==> config.mk <==
export PLATFORM = sky130hd
export DESIGN_NAME = shell_subscript_close_finder_core
export DESIGN_NICKNAME = d
export VERILOG_FILES = /design/src/rtl/ssc_pkg.sv /design/src/rtl/shell_subscript_close_finder_core.sv /design/src/rtl/ssc_in_stage.sv /design/src/rtl/ssc_scan.sv
export SDC_FILE = /design/constraint.sdc
export NUM_CORES = 1
export LEC_CHECK = 0
export ABC_AREA = 1
export BUFFER_PORTS_ARGS = -buffer_cell sky130_fd_sc_hd__clkbuf_2
export CORE_MARGIN = 2
export CORE_UTILIZATION = 55
export DETAILED_ROUTE_END_ITERATION = 8
export PLACE_DENSITY = 0.73
export SETUP_SLACK_MARGIN = 0.05
export SYNTH_ARGS = -nofsm -noshare
export SYNTH_HDL_FRONTEND = slang
export SYNTH_SLANG_ARGS = --single-unit
==> constraint.sdc <==
create_clock -name clk_i -period 3.4 [get_ports clk_i]
set_clock_uncertainty 0.05 [all_clocks]
set_input_delay 0.17 -clock clk_i [delete_from_list [all_inputs] [get_ports clk_i]]
set_output_delay 0.17 -clock clk_i [all_outputs]
set_load 0.1 [all_outputs]
==> src/rtl/ssc_pkg.sv <==
// Shared types and constants for the shell subscript close finder.
// Holds the scan mode enum, the input item and result structs and the byte codes.
// No dependencies; imported by every module of the block.
package ssc_pkg;

  // Byte codes the scanner reacts to
  localparam logic [7:0] CH_OPEN_SQ  = 8'h5B;  // '['
  localparam logic [7:0] CH_CLOSE_SQ = 8'h5D;  // ']'
  localparam logic [7:0] CH_OPEN_BR  = 8'h7B;  // '{'
  localparam logic [7:0] CH_CLOSE_BR = 8'h7D;  // '}'
  localparam logic [7:0] CH_OPEN_PA  = 8'h28;  // '('
  localparam logic [7:0] CH_CLOSE_PA = 8'h29;  // ')'
  localparam logic [7:0] CH_DOLLAR   = 8'h24;  // '$'
  localparam logic [7:0] CH_SQUOTE   = 8'h27;  // single quote
  localparam logic [7:0] CH_DQUOTE   = 8'h22;  // double quote
  localparam logic [7:0] CH_BSLASH   = 8'h5C;  // backslash

  localparam int unsigned PosW = 16;

  typedef enum logic [3:0] {
    MODE_IDLE      = 4'd0,
    MODE_MAIN      = 4'd1,
    MODE_MAIN_ESC  = 4'd2,
    MODE_DOLLAR    = 4'd3,
    MODE_CONSTRUCT = 4'd4,
    MODE_SQ        = 4'd5,
    MODE_DQ        = 4'd6,
    MODE_DQ_ESC    = 4'd7
  } scan_mode_e;

  // One byte of the stream with its markers
  typedef struct packed {
    logic       last_byte;
    logic       begin_scan;
    logic [7:0] ch;
  } item_t;

  // One scan result
  typedef struct packed {
    logic            depth_overflow;
    logic [PosW-1:0] offset;
    logic            found;
  } result_t;

endpackage

==> src/rtl/shell_subscript_close_finder_core.sv <==
// Top level of the shell subscript close finder.
// Instantiates ssc_in_stage and ssc_scan and holds the result register; uses ssc_pkg.
//
// Usage: bytes of a string arrive one per request on the s_axis channel. tuser marks
// the byte at the open position (expected '['), tlast marks the final byte. For each
// scan one result leaves on m_axis: tuser[0] found, tuser[1] depth counter saturated,
// tdata the offset of the matching ']' from the '[' (0 when not found). Bytes seen
// while no scan runs are dropped. A new open marker aborts a scan in progress.
// Throughput: one byte per cycle unless m_axis stalls; the whole mode update is one
// combinational step between the input register and the result register.
// Path: an accepted byte waits in the input register until it is stepped; its result
// is then held in the result register and presented on m_axis.
// Stall: while a result waits on m_axis, the input register still takes one byte;
// further bytes wait until m_axis_tready frees the result register.
// Reset: rst_ni low clears the valid flags of both registers and puts the scanner idle, no scan open.
module shell_subscript_close_finder_core #(
  parameter int unsigned MAX_LEN   = 65536,
  parameter int unsigned MAX_DEPTH = 255
) (
  input  logic        clk_i,
  input  logic        rst_ni,
  // input bytes
  input  logic        s_axis_tvalid,
  output logic        s_axis_tready,
  input  logic [7:0]  s_axis_tdata,   // [7:0] ch
  input  logic        s_axis_tuser,   // [0] begin_scan
  input  logic        s_axis_tlast,   // last_byte
  // results
  output logic        m_axis_tvalid,
  input  logic        m_axis_tready,
  output logic [15:0] m_axis_tdata,   // [15:0] offset
  output logic [1:0]  m_axis_tuser    // [0] found, [1] depth_overflow
);
  import ssc_pkg::*;

  item_t   in_item;
  item_t   stage_item;
  logic    stage_valid;
  logic    advance;
  logic    res_valid;
  result_t res;
  logic    out_valid_q, out_valid_d;
  result_t out_q;

  assign in_item.ch         = s_axis_tdata;
  assign in_item.begin_scan = s_axis_tuser;
  assign in_item.last_byte  = s_axis_tlast;

  // The step fires whenever the result register can take whatever it makes
  assign advance = !out_valid_q || m_axis_tready;

  ssc_in_stage u_in_stage (
    .clk_i        (clk_i),
    .rst_ni       (rst_ni),
    .valid_i      (s_axis_tvalid),
    .ready_o      (s_axis_tready),
    .item_i       (in_item),
    .advance_i    (advance),
    .item_valid_o (stage_valid),
    .item_o       (stage_item)
  );

  ssc_scan #(
    .MAX_LEN   (MAX_LEN),
    .MAX_DEPTH (MAX_DEPTH)
  ) u_scan (
    .clk_i        (clk_i),
    .rst_ni       (rst_ni),
    .item_valid_i (stage_valid),
    .advance_i    (advance),
    .item_i       (stage_item),
    .res_valid_o  (res_valid),
    .res_o        (res)
  );

  // Result register
  always_comb begin
    out_valid_d = out_valid_q;
    if (advance) begin
      out_valid_d = stage_valid && res_valid;
    end
  end

  always_ff @(posedge clk_i or negedge rst_ni) begin
    if (!rst_ni) begin
      out_valid_q <= 1'b0;
    end else begin
      out_valid_q <= out_valid_d;
    end
  end

  always_ff @(posedge clk_i) begin
    if (advance && stage_valid && res_valid) begin
      out_q <= res;
    end
  end

  assign m_axis_tvalid   = out_valid_q;
  assign m_axis_tdata    = out_q.offset;
  assign m_axis_tuser[0] = out_q.found;
  assign m_axis_tuser[1] = out_q.depth_overflow;

endmodule

==> src/rtl/ssc_in_stage.sv <==
// Input register of the close finder: holds one request until the scan step takes it.
// Depends on ssc_pkg for the item struct.
module ssc_in_stage (
  input  logic          clk_i,
  input  logic          rst_ni,
  input  logic          valid_i,
  output logic          ready_o,
  input  ssc_pkg::item_t item_i,
  input  logic          advance_i,
  output logic          item_valid_o,
  output ssc_pkg::item_t item_o
);
  import ssc_pkg::*;

  logic  valid_q, valid_d;
  item_t item_q;

  // Free when empty or when the held request moves on this cycle
  assign ready_o = !valid_q || advance_i;

  always_comb begin
    valid_d = valid_q;
    if (ready_o) begin
      valid_d = valid_i;
    end
  end

  always_ff @(posedge clk_i or negedge rst_ni) begin
    if (!rst_ni) begin
      valid_q <= 1'b0;
    end else begin
      valid_q <= valid_d;
    end
  end

  // Payload, no reset needed
  always_ff @(posedge clk_i) begin
    if (ready_o && valid_i) begin
      item_q <= item_i;
    end
  end

  assign item_valid_o = valid_q;
  assign item_o       = item_q;

endmodule

==> src/rtl/ssc_scan.sv <==
// Scan state and combinational step logic of the close finder.
// Tracks mode, depths and position; flags a result for the byte being stepped.
// Depends on ssc_pkg.
module ssc_scan #(
  parameter int unsigned MAX_LEN   = 65536,
  parameter int unsigned MAX_DEPTH = 255
) (
  input  logic             clk_i,
  input  logic             rst_ni,
  input  logic             item_valid_i,
  input  logic             advance_i,
  input  ssc_pkg::item_t   item_i,
  output logic             res_valid_o,
  output ssc_pkg::result_t res_o
);
  import ssc_pkg::*;

  localparam int unsigned DepthW = $clog2(MAX_DEPTH + 1);
  localparam int unsigned LenCap = (MAX_LEN < 65536) ? MAX_LEN : 65536;
  localparam logic [PosW-1:0]   LastPos  = PosW'(LenCap - 1);
  localparam logic [DepthW-1:0] DepthMax = DepthW'(MAX_DEPTH);
  localparam logic [DepthW-1:0] DepthOne = DepthW'(1);
  localparam logic              CapTiny  = (LenCap <= 1);

  scan_mode_e        mode_q, mode_d;
  logic [DepthW-1:0] bdepth_q, bdepth_d;
  logic [DepthW-1:0] cdepth_q, cdepth_d;
  logic              paren_q, paren_d;
  logic [PosW-1:0]   pos_q, pos_d;
  logic              ovf_q, ovf_d;

  logic [PosW-1:0]   pos_inc;
  logic [7:0]        opener, closer;
  logic              main_en;
  logic              hit;
  logic              dead;
  logic              step;

  assign step    = item_valid_i && advance_i;
  assign pos_inc = pos_q + PosW'(1);
  assign opener  = paren_q ? CH_OPEN_PA : CH_OPEN_BR;
  assign closer  = paren_q ? CH_CLOSE_PA : CH_CLOSE_BR;

  // Next state and result for one byte
  always_comb begin
    mode_d      = mode_q;
    bdepth_d    = bdepth_q;
    cdepth_d    = cdepth_q;
    paren_d     = paren_q;
    pos_d       = pos_q;
    ovf_d       = ovf_q;
    res_valid_o = 1'b0;
    res_o       = '0;
    main_en     = 1'b0;
    hit         = 1'b0;
    dead        = 1'b0;

    if (item_i.begin_scan) begin
      // (re)start: clear everything, check the opening byte
      mode_d   = MODE_IDLE;
      bdepth_d = '0;
      cdepth_d = '0;
      paren_d  = 1'b0;
      pos_d    = '0;
      ovf_d    = 1'b0;
      if (item_i.ch != CH_OPEN_SQ || item_i.last_byte || CapTiny) begin
        res_valid_o = 1'b1;
      end else begin
        mode_d   = MODE_MAIN;
        bdepth_d = DepthOne;
      end
    end else if (mode_q != MODE_IDLE) begin
      pos_d = pos_inc;
      unique case (mode_q)
        MODE_MAIN: begin
          main_en = 1'b1;
        end
        MODE_MAIN_ESC: begin
          mode_d = MODE_MAIN;
        end
        MODE_DOLLAR: begin
          if (item_i.ch == CH_OPEN_BR || item_i.ch == CH_OPEN_PA) begin
            paren_d  = (item_i.ch == CH_OPEN_PA);
            cdepth_d = DepthOne;
            mode_d   = MODE_CONSTRUCT;
          end else begin
            main_en = 1'b1;
          end
        end
        MODE_CONSTRUCT: begin
          priority if (item_i.ch == CH_SQUOTE) begin
            mode_d = MODE_SQ;
          end else if (item_i.ch == CH_DQUOTE) begin
            mode_d = MODE_DQ;
          end else if (item_i.ch == opener) begin
            if (cdepth_q >= DepthMax) begin
              cdepth_d = DepthMax;
              ovf_d    = 1'b1;
            end else begin
              cdepth_d = cdepth_q + DepthOne;
            end
          end else if (item_i.ch == closer) begin
            if (cdepth_q <= DepthOne) begin
              cdepth_d = '0;
              mode_d   = MODE_MAIN;
            end else begin
              cdepth_d = cdepth_q - DepthOne;
            end
          end else begin
            mode_d = MODE_CONSTRUCT;
          end
        end
        MODE_SQ: begin
          if (item_i.ch == CH_SQUOTE) begin
            mode_d = (cdepth_q != '0) ? MODE_CONSTRUCT : MODE_MAIN;
          end
        end
        MODE_DQ: begin
          priority if (item_i.ch == CH_DQUOTE) begin
            mode_d = (cdepth_q != '0) ? MODE_CONSTRUCT : MODE_MAIN;
          end else if (item_i.ch == CH_BSLASH) begin
            mode_d = MODE_DQ_ESC;
          end else begin
            mode_d = MODE_DQ;
          end
        end
        MODE_DQ_ESC: begin
          mode_d = MODE_DQ;
        end
        default: begin
          mode_d = MODE_IDLE;
          dead   = 1'b1;
        end
      endcase

      // Main subscript context, shared by plain text and a '$' without opener
      if (main_en) begin
        mode_d = MODE_MAIN;
        priority if (item_i.ch == CH_BSLASH) begin
          mode_d = MODE_MAIN_ESC;
        end else if (item_i.ch == CH_SQUOTE) begin
          mode_d = MODE_SQ;
        end else if (item_i.ch == CH_DQUOTE) begin
          mode_d = MODE_DQ;
        end else if (item_i.ch == CH_DOLLAR) begin
          mode_d = MODE_DOLLAR;
        end else if (item_i.ch == CH_OPEN_SQ) begin
          if (bdepth_q >= DepthMax) begin
            bdepth_d = DepthMax;
            ovf_d    = 1'b1;
          end else begin
            bdepth_d = bdepth_q + DepthOne;
          end
        end else if (item_i.ch == CH_CLOSE_SQ) begin
          if (bdepth_q <= DepthOne) begin
            bdepth_d = '0;
            hit      = 1'b1;
          end else begin
            bdepth_d = bdepth_q - DepthOne;
          end
        end else begin
          mode_d = MODE_MAIN;
        end
      end

      // Match, end of string or length limit closes the scan
      if (!dead) begin
        if (hit) begin
          res_valid_o          = 1'b1;
          res_o.found          = 1'b1;
          res_o.offset         = pos_inc;
          res_o.depth_overflow = ovf_d;
          mode_d               = MODE_IDLE;
        end else if (item_i.last_byte || pos_inc >= LastPos) begin
          res_valid_o          = 1'b1;
          res_o.depth_overflow = ovf_d;
          mode_d               = MODE_IDLE;
        end
      end
    end
  end

  // State registers, updated when a byte is stepped
  always_ff @(posedge clk_i or negedge rst_ni) begin
    if (!rst_ni) begin
      mode_q   <= MODE_IDLE;
      bdepth_q <= '0;
      cdepth_q <= '0;
      paren_q  <= 1'b0;
      pos_q    <= '0;
      ovf_q    <= 1'b0;
    end else if (step) begin
      mode_q   <= mode_d;
      bdepth_q <= bdepth_d;
      cdepth_q <= cdepth_d;
      paren_q  <= paren_d;
      pos_q    <= pos_d;
      ovf_q    <= ovf_d;
    end
  end

endmodule
==> flow_summary.json, run 1 <==
{
  "status": "finished, final reports clean",
  "postCtsSetupBuffers": 0,
  "die_x_um": 92.8,
  "p_leak_nw": 2.19,
  "whs_ns": 0.483,
  "yosys.area.top_type_share": 0.231,
  "end_kind": "flip-flop",
  "nNetsFinal": 646,
  "path_cells": "ha_1 -> nand2_1 -> inv_1 -> nand2_1 -> nand2_1 -> nor2_1 -> nand2_1 -> nor2_1 -> nand2_1 -> nor2_1 -> nand3_1 -> nand2_1 -> nand2_2 -> nand2_1 -> nand2_1 -> inv_1",
  "seq_area_frac_synth": 0.425,
  "setup_tns_ns": 0,
  "cp.arrival_ns": 2.76,
  "holdCritPathClass": "reg2reg",
  "start_util": 0.564,
  "routed_wirelength_mm": 9.79,
  "seq_area_um2": 1840,
  "io_buffers": 33,
  "final_layout_size_suffix_gt1_frac": 0.146,
  "netlist_area_um2": 4340,
  "ys.flop_type": "dfrtp_1",
  "synth_fp_nets": 599,
  "path_max_fanout": 18,
  "slew_headroom": 0.293,
  "dr.pass1.iters": 5,
  "cellPowerDensity_nw_per_um2": 681,
  "crit_top_cell": "nand2_1",
  "insertion_delay_ns": 0.35,
  "rsz0062_at_grt": "false",
  "nFillCells": 726,
  "grt_max_degree": 41,
  "dpl-instance-area_um2": 4580,
  "worst_slew_pin_slew_ns": 1.06,
  "via_per_inst": 5.40,
  "drc": 0,
  "cts-root-buf": "clkbuf_8",
  "antenna_found_initial": 0,
  "pin_count": 34,
  "hp-start": "u_in_stage.item_valid_o$_DFFE_PN0N_",
  "routabilityCongestion": 0.930,
  "synth_area_leader_cell": "dfrtp_1",
  "finalCriticalPeriod_ns": 2.83,
  "timing.max_cap.violations": 0,
  "cts_tree": "done",
  "synth_edf_count": 28,
  "grt_use_total": 0.247,
  "cp-startpoint": "u_scan.pos_q[0]$_DFFE_PN0P_",
  "maxSlewViolCount": 0,
  "syn_area_per_cell_um2": 7.53,
  "core_um2": 7690,
  "die_h_um": 92.8,
  "synthCells": 576,
  "slowest_delay_ns": 0.55,
  "fmax_mhz": 353,
  "multi_input_area_um2": 2100,
  "ant_nets": 0,
  "overflow": 0,
  "crit_slowest_cell": "inv_1",
  "wl_per_cell_um": 13.4,
  "crit_type": "reg2reg",
  "synth.distinct_cells": 44,
  "yosys_warnings": 0,
  "diodes": 0,
  "grt_pass1_wl_mm": 17.0,
  "setup_viol": 0,
  "dp_hpwl_mm": 7.13,
  "min_period_over_period": 0.832,
  "path_buf_inv": 2,
  "drt_iter0_markers": 174,
  "ir_worst_vdd_uv": 559,
  "clk_pin_slew_ns": 0.07,
  "synth_top_cells_by_area": "dfrtp_1 (23%), edfxtp_1 (19%), nand2_1 (11%)",
  "clock_path_buffers": 2,
  "ys_async_sr_fraction": 0.588,
  "die_area_um2": 8610,
  "hold_viol": 0,
  "final_area_um2": 4900,
  "r2r_start": "u_scan.pos_q[0]$_DFFE_PN0P_",
  "clock-sinks": 68,
  "worstPathRequired_ns": 3.33,
  "htree_levels": 3,
  "synth-seq-cells": 68,
  "cts_buffers": 9,
  "rows": 32,
  "area_delta_synth_final_pct": 13.0,
  "finalPower_w": 0.00334,
  "grt_pass1_vias": 3776,
  "vias": 3943,
  "critPathTopFamily": "simple AND/OR/NAND/NOR gates",
  "crit_path_start_kind": "flip-flop"
}
[cells in the mapped netlist, types with 2 or more instances]
library cell  instances
nand4_1               8
nand2_1             130
a31oi_1               3
a21oi_1              20
o31ai_1               2
buf_2                 6
o211ai_1              4
o21ai_2               2
inv_2                10
o21ai_1               4
ha_1                  9
o2111ai_1             2
nor2_2               12
inv_1                75
xor2_1               15
clkbuf_2              3
clkbuf_1              3
nor3_1                9
nand3_2               2
nand2_2               9
edfxtp_1             28
a221oi_1              2
nor2_1               72
nand3_1              44
o22ai_1              16
o21ai_0              29
dfrtp_1              40
[power breakdown]
part	internal, W	total [W]	switching, W
Sequential	0.00102	0.00117	0.000150
Combinational	0.000412	0.00154	0.00112
Clock	0.000335	0.000635	0.000300
Total	0.00176	0.00334	0.00157
[worst paths after layout]
check                                                       to  slack [ns]  depth (start not counted)
setup / recovery                 m_axis_tdata[7]$_SDFFCE_PP0P_        0.57                         16
hold / removal             u_in_stage.item_valid_o$_DFFE_PN0N_        0.48                          2
setup reg to reg                 m_axis_tdata[7]$_SDFFCE_PP0P_        0.57                         16
hold reg to reg            u_in_stage.item_valid_o$_DFFE_PN0N_        0.48                          2
max in group asynchronous  u_in_stage.item_valid_o$_DFFE_PN0N_        2.14                          2
min in group asynchronous       u_scan.bdepth_q[1]$_DFFE_PN0P_        0.49                          2
[state kept, by name, indices dropped and copies added (netlist names)]
signal and count:
u_scan.ovf_q 1, u_scan.bdepth_q 8, u_in_stage.item_o 10, u_scan.paren_q 1, u_scan.mode_q 4, m_axis_tvalid 1
u_scan.pos_q 16, m_axis_tuser 2, m_axis_tdata 16, u_in_stage.item_valid_o 1, u_scan.cdepth_q 8
[worst register-to-register path, cell delays in order (launching register included)]
cell and delay [ns]:
dfrtp_1 0.45, ha_1 0.26, nand2_1 0.17, inv_1 0.06
nand2_1 0.06, nand2_1 0.09, nor2_1 0.09, nand2_1 0.06
nor2_1 0.10, nand2_1 0.05, nor2_1 0.08, nand3_1 0.07
nand2_1 0.09, nand2_2 0.07, nand2_1 0.07, nand2_1 0.08
inv_1 0.55
[routing by layer]
metal	track usage	wire, um	vias to the layer above
li1	-	-	1989
met1	0.324	4490	1816
met2	0.417	4620	123
met3	0.0415	517	15
met4	0.0784	173	0
met5	0	0	-
[cells in the final DEF, fill, tap and decap left out, types with 2 or more instances in the layout]
master / netlist / final
nand3_1: 44 / 44
buf_4: 0 / 3
a31oi_1: 3 / 3
o21ai_2: 2 / 2
a221oi_1: 2 / 2
dfrtp_1: 40 / 40
clkinv_4: 1 / 2
nand3_2: 2 / 2
o2111ai_1: 2 / 2
o31ai_1: 2 / 2
clkinv_2: 0 / 2
nand2_2: 9 / 9
o21ai_1: 4 / 4
a21oi_1: 20 / 20
edfxtp_1: 28 / 28
dlygate4sd3_1: 0 / 13
o22ai_1: 16 / 16
o21ai_0: 29 / 29
nor2_2: 12 / 12
inv_2: 10 / 10
nor2_1: 72 / 72
clkbuf_1: 3 / 2
nor3_1: 9 / 9
o211ai_1: 4 / 4
clkbuf_8: 0 / 9
nand2_1: 130 / 130
inv_1: 75 / 75
nand4_1: 8 / 8
xor2_1: 15 / 15
clkbuf_2: 3 / 33
ha_1: 9 / 9
[repair_timing]
item                      in CTS  in global routing
resized for setup              0                  0
hold buffers                  13                  0
hold endpoints to repair      15                  0
[cell families after synthesis]
family	synth area share
AO/OA/AOI/OAI	0.131
XOR/XNOR	0.0323
adder cells (fa/ha/maj)	0.0260
buffers and inverters	0.0912
flip-flops	0.425
AND/OR/NAND/NOR	0.295
[final cells by class]
type                            instances  area share
Multi-Input combinational cell        409       0.429
Sequential cell                        68       0.376
Inverter                               86      0.0669
Timing Repair Buffer                   49      0.0649
Clock buffer                           11      0.0268
Tap cell                              102      0.0261
Clock inverter                          5      0.0107
[metrics by stage]
step                setup WS (ns)   util  cells
floorplan                   0.858      -    576
global placement            0.674  0.596    701
detailed placement          0.585  0.596    701
CTS                         0.560  0.637    730
global route                0.268  0.637    730
finish                      0.570  0.637    730
No activity file was read; power rests on OpenSTA's default activity.
==> run 2: changes to the inputs <==
--- a/config.mk
+++ b/config.mk
@@ -5,12 +5,12 @@
 export SDC_FILE = /design/constraint.sdc
 export NUM_CORES = 1
 export LEC_CHECK = 0
-export ABC_AREA = 1
+export ABC_AREA = 0
 export BUFFER_PORTS_ARGS = -buffer_cell sky130_fd_sc_hd__clkbuf_2
 export CORE_MARGIN = 2
 export CORE_UTILIZATION = 55
 export DETAILED_ROUTE_END_ITERATION = 8
-export PLACE_DENSITY = 0.73
+export PLACE_DENSITY = 0.76
 export SETUP_SLACK_MARGIN = 0.05
 export SYNTH_ARGS = -nofsm -noshare
 export SYNTH_HDL_FRONTEND = slang
==> constraint.sdc (replaced) <==
create_clock -name clk_i -period 2.3 [get_ports clk_i]
set_clock_uncertainty 0.05 [all_clocks]
set_input_delay 0.115 -clock clk_i [delete_from_list [all_inputs] [get_ports clk_i]]
set_output_delay 0.115 -clock clk_i [all_outputs]
set_load 0.1 [all_outputs]
==> run 2 against run 1 <==
- the flow now finishes with violations (setup timing)
- synthesized area up 1.2%
- routed wire length up 41%
- die area increased by 1.1%
- via count is 18% higher
- first-iteration DRC count grew 54%
- sequential power is 38% higher
- final cell count up 1.5%
- worst hold slack lost 0.48 ns
- synthesized cell count fell by 15%
- highest routed layer unchanged
- critical path type unchanged
==> flow_summary.json, run 2 <==
{
  "slowest_delay_ns": 0.44,
  "cts_tree": "done",
  "routed_wirelength_mm": 13.8,
  "setup_ws_ns": -0.210,
  "hold_viol": 0,
  "nNetsFinal": 657,
  "netlist_area_um2": 4390,
  "synth_area_leader_cell": "dfrtp_1",
  "synthCells": 488,
  "crit_slowest_cell": "or4_4",
  "cellPowerDensity_nw_per_um2": 875,
  "grt_pass1_wl_mm": 21.2,
  "fin_util": 0.810,
  "ant_nets": 0,
  "cts_buffers": 9,
  "crit_path_start_kind": "flip-flop",
  "diodes": 0,
  "ir_worst_vdd_uv": 532,
  "wl_per_cell_um": 18.6,
  "io_buffers": 33,
  "slew_headroom": 0.599,
  "setup_viol": 30,
  "yosys_warnings": 0,
  "synth.distinct_cells": 73,
  "clock-sinks": 68,
  "final_layout_size_suffix_gt1_frac": 0.394,
  "status": "complete, but fails checks",
  "path_max_fanout": 4,
  "place_inst": 680,
  "synth-seq-cells": 68,
  "dp_hpwl_mm": 8.62,
  "layout_common_cells": "buf_4 (108), nand2_1 (43), nor2_1 (40)",
  "path_cells": "and4_4 -> nand3_2 -> or4_4 -> a311oi_2 -> buf_4 -> a31oi_4 -> nor2_4 -> buf_12 -> clkbuf_16",
  "fmax_mhz": 398,
  "start_util": 0.568,
  "vias": 4651,
  "maxSlewViolCount": 0,
  "clk_pin_slew_ns": 0.08,
  "seq_area_frac_synth": 0.420,
  "grt_max_degree": 24,
  "syn_area_per_cell_um2": 8.99,
  "timing.max_cap.violations": 0,
  "finalCriticalPeriod_ns": 2.51,
  "final_common_cell": "buf_4",
  "die_x_um": 93.3,
  "drt_iter0_markers": 268,
  "grt_use_total": 0.311,
  "worst_slew_pin_slew_ns": 0.601,
  "min_period_over_period": 1.09,
  "path_buf_inv": 3,
  "ys_async_sr_fraction": 0.588,
  "pin_count": 34,
  "critPathTopFamily": "simple AND/OR/NAND/NOR gates",
  "synth_top_cells_by_area": "dfrtp_1 (23%), edfxtp_1 (19%), nand2_1 (4.2%)",
  "yosys.area.top_type_share": 0.228,
  "ys.flop_type": "dfrtp_1",
  "synth_edf_count": 28,
  "htree_levels": 3,
  "rows": 32,
  "die_h_um": 93.3,
  "area_delta_synth_final_pct": 42.7,
  "grt_pass1_vias": 4485,
  "yosys-top-cells-count": "nand2_1 (49), nor2_1 (43), dfrtp_1 (40), o21ai_0 (33), edfxtp_1 (28)",
  "die_area_um2": 8710,
  "end_kind": "flip-flop",
  "stdcell_count": 741,
  "dr.pass1.iters": 5,
  "rsz0062_at_grt": "true",
  "p_leak_nw": 2.58,
  "cp.arrival_ns": 2.55,
  "core_um2": 7730,
  "violations": "setup timing",
  "worstPathRequired_ns": 2.34,
  "yosysMostFrequentCell": "nand2_1",
  "clock_path_buffers": 2,
  "holdCritPathClass": "in2reg",
  "insertion_delay_ns": 0.36,
  "antenna_found_initial": 0,
  "cts-root-buf": "clkbuf_8",
  "crit_type": "reg2reg",
  "overflow": 0,
  "routabilityCongestion": 0.941,
  "synth_fp_nets": 511,
  "drc": 0,
  "via_per_inst": 6.28
}
## run 2: cell types whose count changed after synthesis, sizes merged, moves of 11 or more
cell	before	now
clkbuf	6	24
inv	85	14
nand2	140	49
nand2b	0	11
nand3	46	21
nor2	85	43
nor4	0	11
o22ai	16	3
o31ai	3	15
xor2	15	4
## run 2: worst min-delay path, delay by kind of cell
kind            cells  cell delay [ns]
compound gates      1             0.08
buf+inv             1             0.08
simple gates        1             0.11
## run 2: area by class of cell
type | count | area (um^2)
Multi-Input combinational cell | 376 | 2780
Sequential cell | 68 | 1850
Fill cell | 463 | 1470
Timing Repair Buffer | 165 | 1270
Clock buffer | 10 | 149
Tap cell | 102 | 128
Inverter | 14 | 52.6
Clock inverter | 6 | 37.5
## run 2: worst paths after layout
check,end,slack [ns],start,depth (start not counted)
max in group asynchronous,u_scan.cdepth_q[0]$_DFFE_PN0P_,1.33,rst_ni,3
worst min-delay path,m_axis_tvalid$_DFFE_PN0P_,0.007,m_axis_tready,3
worst min register to register,u_scan.ovf_q$_DFFE_PN0P_,0.47,u_scan.ovf_q$_DFFE_PN0P_,2
worst max register to register,m_axis_tdata[15]$_SDFFCE_PP0P_,-0.21,u_scan.pos_q[3]$_DFFE_PN0P_,9
min in group asynchronous,u_scan.pos_q[7]$_DFFE_PN0P_,0.24,rst_ni,2
worst max-delay path,m_axis_tdata[15]$_SDFFCE_PP0P_,-0.21,u_scan.pos_q[3]$_DFFE_PN0P_,9
## run 2: layer usage
metal / global-route usage / wire, um
met1: 0.365 / 5350
met2: 0.554 / 7230
met3: 0.0572 / 910
met4: 0.136 / 312
met5: 0 / 0
## run 2: through the flow
stage               setup WS [ns]  setup TNS (ns)  power (W)  instance area [um^2]  hold WS, ns
global placement           -0.145           -3.06    0.00400                  5280       0.0895
global route               -0.236           -5.16    0.00572                  6260       0.0347
CTS                       -0.0812           -1.26    0.00520                  5920      0.00804
floorplan                  -0.237           -4.26    0.00326                  4450       -0.231
detailed placement         -0.153           -3.71    0.00406                  5280       0.0976
finish                     -0.210           -3.79    0.00548                  6260      0.00737
## run 2: kinds of logic (layout without fill, tap and decap cells)
family,Yosys count,in the layout,synth area share
simple gates,212,212,0.263
xor+xnor,12,12,0.0240
flops,68,68,0.420
mux,4,4,0.0123
compound gates,138,139,0.213
buf+inv,45,195,0.0425
fa+ha+maj,9,9,0.0257
## run 2: power by group
group | switching (W) | internal (W)
combinational | 0.00180 | 0.00110
clock | 0.000502 | 0.000453
sequential | 0.000135 | 0.00148
total | 0.00244 | 0.00304
## run 2: repair_timing
action / in CTS / in global routing
endpoints found under the setup margin: 37 / 40
gates resized for setup: 37 / 50
hold buffers: 12 / 0
endpoints found under the hold margin: 31 / 0
setup buffers: 13 / 18
pin swaps: 36 / 22
gates cloned: 2 / 1
==> run 3: changes to the inputs <==
--- a/config.mk
+++ b/config.mk
@@ -8,10 +8,11 @@
 export ABC_AREA = 0
 export BUFFER_PORTS_ARGS = -buffer_cell sky130_fd_sc_hd__clkbuf_2
 export CORE_MARGIN = 2
-export CORE_UTILIZATION = 55
+export CORE_UTILIZATION = 45
 export DETAILED_ROUTE_END_ITERATION = 8
-export PLACE_DENSITY = 0.76
+export PLACE_DENSITY = 0.64
 export SETUP_SLACK_MARGIN = 0.05
+export SKIP_CTS_REPAIR_TIMING = 1
 export SYNTH_ARGS = -nofsm -noshare
 export SYNTH_HDL_FRONTEND = slang
 export SYNTH_SLANG_ARGS = --single-unit
==> run 3 against run 2 <==
- the flow still finishes with violations (setup timing)
- clock power up 9.9%
- register-to-register slack better by 0.09 ns
- power down 1.8%
- critical endpoint is now m_axis_tdata[8]$_SDFFCE_PP0P_
- highest routed layer unchanged
==> flow_summary.json, run 3 (synthesis gave the netlist of run 2 again) <==
{
  "status": "complete, but fails checks",
  "violations": "setup timing",
  "htree_levels": 3,
  "end_kind": "flip-flop",
  "crit_type": "reg2reg",
  "worst_slew_pin_slew_ns": 0.645,
  "insertion_delay_ns": 0.35,
  "r2r_start": "u_scan.pos_q[9]$_DFFE_PN0P_",
  "cts-root-buf": "clkbuf_8",
  "crit_path_start_kind": "flip-flop",
  "stdcell_count": 755,
  "cts_buffers": 9,
  "setup_ws_ns": -0.117,
  "ir_worst_vdd_uv": 368,
  "p_leak_nw": 2.44,
  "timing.reg2reg.setup_slack_ns": -0.12,
  "drt_iter0_markers": 194,
  "dp_hpwl_mm": 8.61,
  "final_layout_size_suffix_gt1_frac": 0.357,
  "holdCritPathClass": "in2reg",
  "grt_pass1_vias": 3990,
  "min_period_over_period": 1.05,
  "wl_per_cell_um": 16.7,
  "dpl-instance-area_um2": 5350,
  "post-place-ws_ns": -0.108,
  "maxSlewViolCount": 0,
  "cellPowerDensity_nw_per_um2": 889,
  "setup_viol": 21,
  "slew_headroom": 0.570,
  "finalPower_w": 0.00538,
  "die_area_um2": 10600,
  "fmax_mhz": 414,
  "die_x_um": 103,
  "grt_max_degree": 23,
  "final_area_um2": 6050,
  "start_util": 0.455,
  "clock_path_buffers": 2,
  "cts_tree": "done",
  "die_h_um": 103,
  "final_common_cell": "buf_4",
  "timing.max_cap.violations": 0,
  "crit_end": "m_axis_tdata[8]$_SDFFCE_PP0P_",
  "grt_pass1_wl_mm": 19.1,
  "worstPathRequired_ns": 2.32,
  "nFillCells": 834,
  "grt_use_total": 0.230,
  "io_buffers": 33,
  "clock-sinks": 68,
  "hold_viol": 0,
  "routed_wirelength_mm": 12.6,
  "antenna_found_initial": 0,
  "nNetsFinal": 640,
  "dr.pass1.iters": 5,
  "reg2reg_to": "m_axis_tdata[8]$_SDFFCE_PP0P_",
  "pin_count": 34,
  "core_um2": 9640,
  "drc": 0,
  "cp.arrival_ns": 2.43,
  "reg2reg_depth": 8,
  "place_inst": 717,
  "path_max_fanout": 17,
  "rows": 36,
  "ant_nets": 0,
  "diodes": 0,
  "via_per_inst": 5.75,
  "layout_common_cells": "buf_4 (93), nand2_1 (45), nor2_1 (40)",
  "seq_area_um2": 1850,
  "vias": 4344,
  "overflow": 0,
  "area_delta_synth_final_pct": 38.0,
  "finalCriticalPeriod_ns": 2.42,
  "rsz0062_at_grt": "true",
  "cp-startpoint": "u_scan.pos_q[9]$_DFFE_PN0P_",
  "multi_input_area_um2": 2680,
  "routabilityCongestion": 0.927,
  "clk_pin_slew_ns": 0.09
}
## run 3: changes by cell type in the layout (fill, tap and decap cells not counted), moves of 3 or more
cell | previous run | this run
nor3_2 | 1 | 4
clkinv_2 | 4 | 0
buf_4 | 108 | 93
nand2_2 | 6 | 3
inv_6 | 0 | 4
o31ai_1 | 8 | 11
o31ai_2 | 5 | 2
## run 3: area by class of cell
cell class / count / area share
Multi-Input combinational cell: 376 / 0.443
Clock inverter: 7 / 0.0134
Sequential cell: 68 / 0.305
Inverter: 14 / 0.00868
Clock buffer: 9 / 0.0205
Tap cell: 133 / 0.0275
Timing Repair Buffer: 148 / 0.183
## run 3: per-layer routing
metal  vias up  track usage  wire, um  part of all wire
met5         -            0         0                 0
met4         0       0.0698       158             0.013
met3        18       0.0414       542             0.043
met2       117        0.381      6320              0.50
met1      2118        0.309      5560              0.44
li1       2091            -         -                 -
## run 3: through the flow
stage	hold WS [ns]	utilization	TNS (ns)
global route	0.0608	0.628	-4.22
finish	0.0268	0.628	-2.04
detailed placement	0.130	0.555	-0.852
CTS	-0.254	0.576	-2.24
floorplan	-0.231	-	-4.26
global placement	0.121	0.555	-1.25
## run 3: worst max-delay path, cell delays in order, from the launching register on
cell and delay [ns]:
dfrtp_1 0.36, nand4_1 0.24, buf_6 0.23, nor4_4 0.22
o21ai_1 0.14, a311oi_2 0.38, a31oi_2 0.20, nor2_4 0.15
buf_12 0.17
## run 3: how the worst min path moves through the flow
stage / endpoint / slack, ns / startpoint / depth (start not counted)
4_1_cts: u_scan.bdepth_q[4]$_DFFE_PN0P_ / -0.25 / rst_ni / 1
2_1_floorplan: u_in_stage.item_valid_o$_DFFE_PN0N_ / -0.23 / rst_ni / 0
6_report: m_axis_tvalid$_DFFE_PN0P_ / 0.03 / m_axis_tready / 3
3_5_place_dp: u_scan.bdepth_q[4]$_DFFE_PN0P_ / 0.13 / rst_ni / 1
5_1_grt: u_in_stage.item_valid_o$_DFFE_PN0N_ / 0.06 / m_axis_tready / 3
3_3_place_gp: u_scan.bdepth_q[4]$_DFFE_PN0P_ / 0.12 / rst_ni / 1
## run 3: report_power, final
group	switching [W]	internal [W]
Combinational	0.00170	0.00101
Sequential	0.000137	0.00148
Clock	0.000536	0.000518
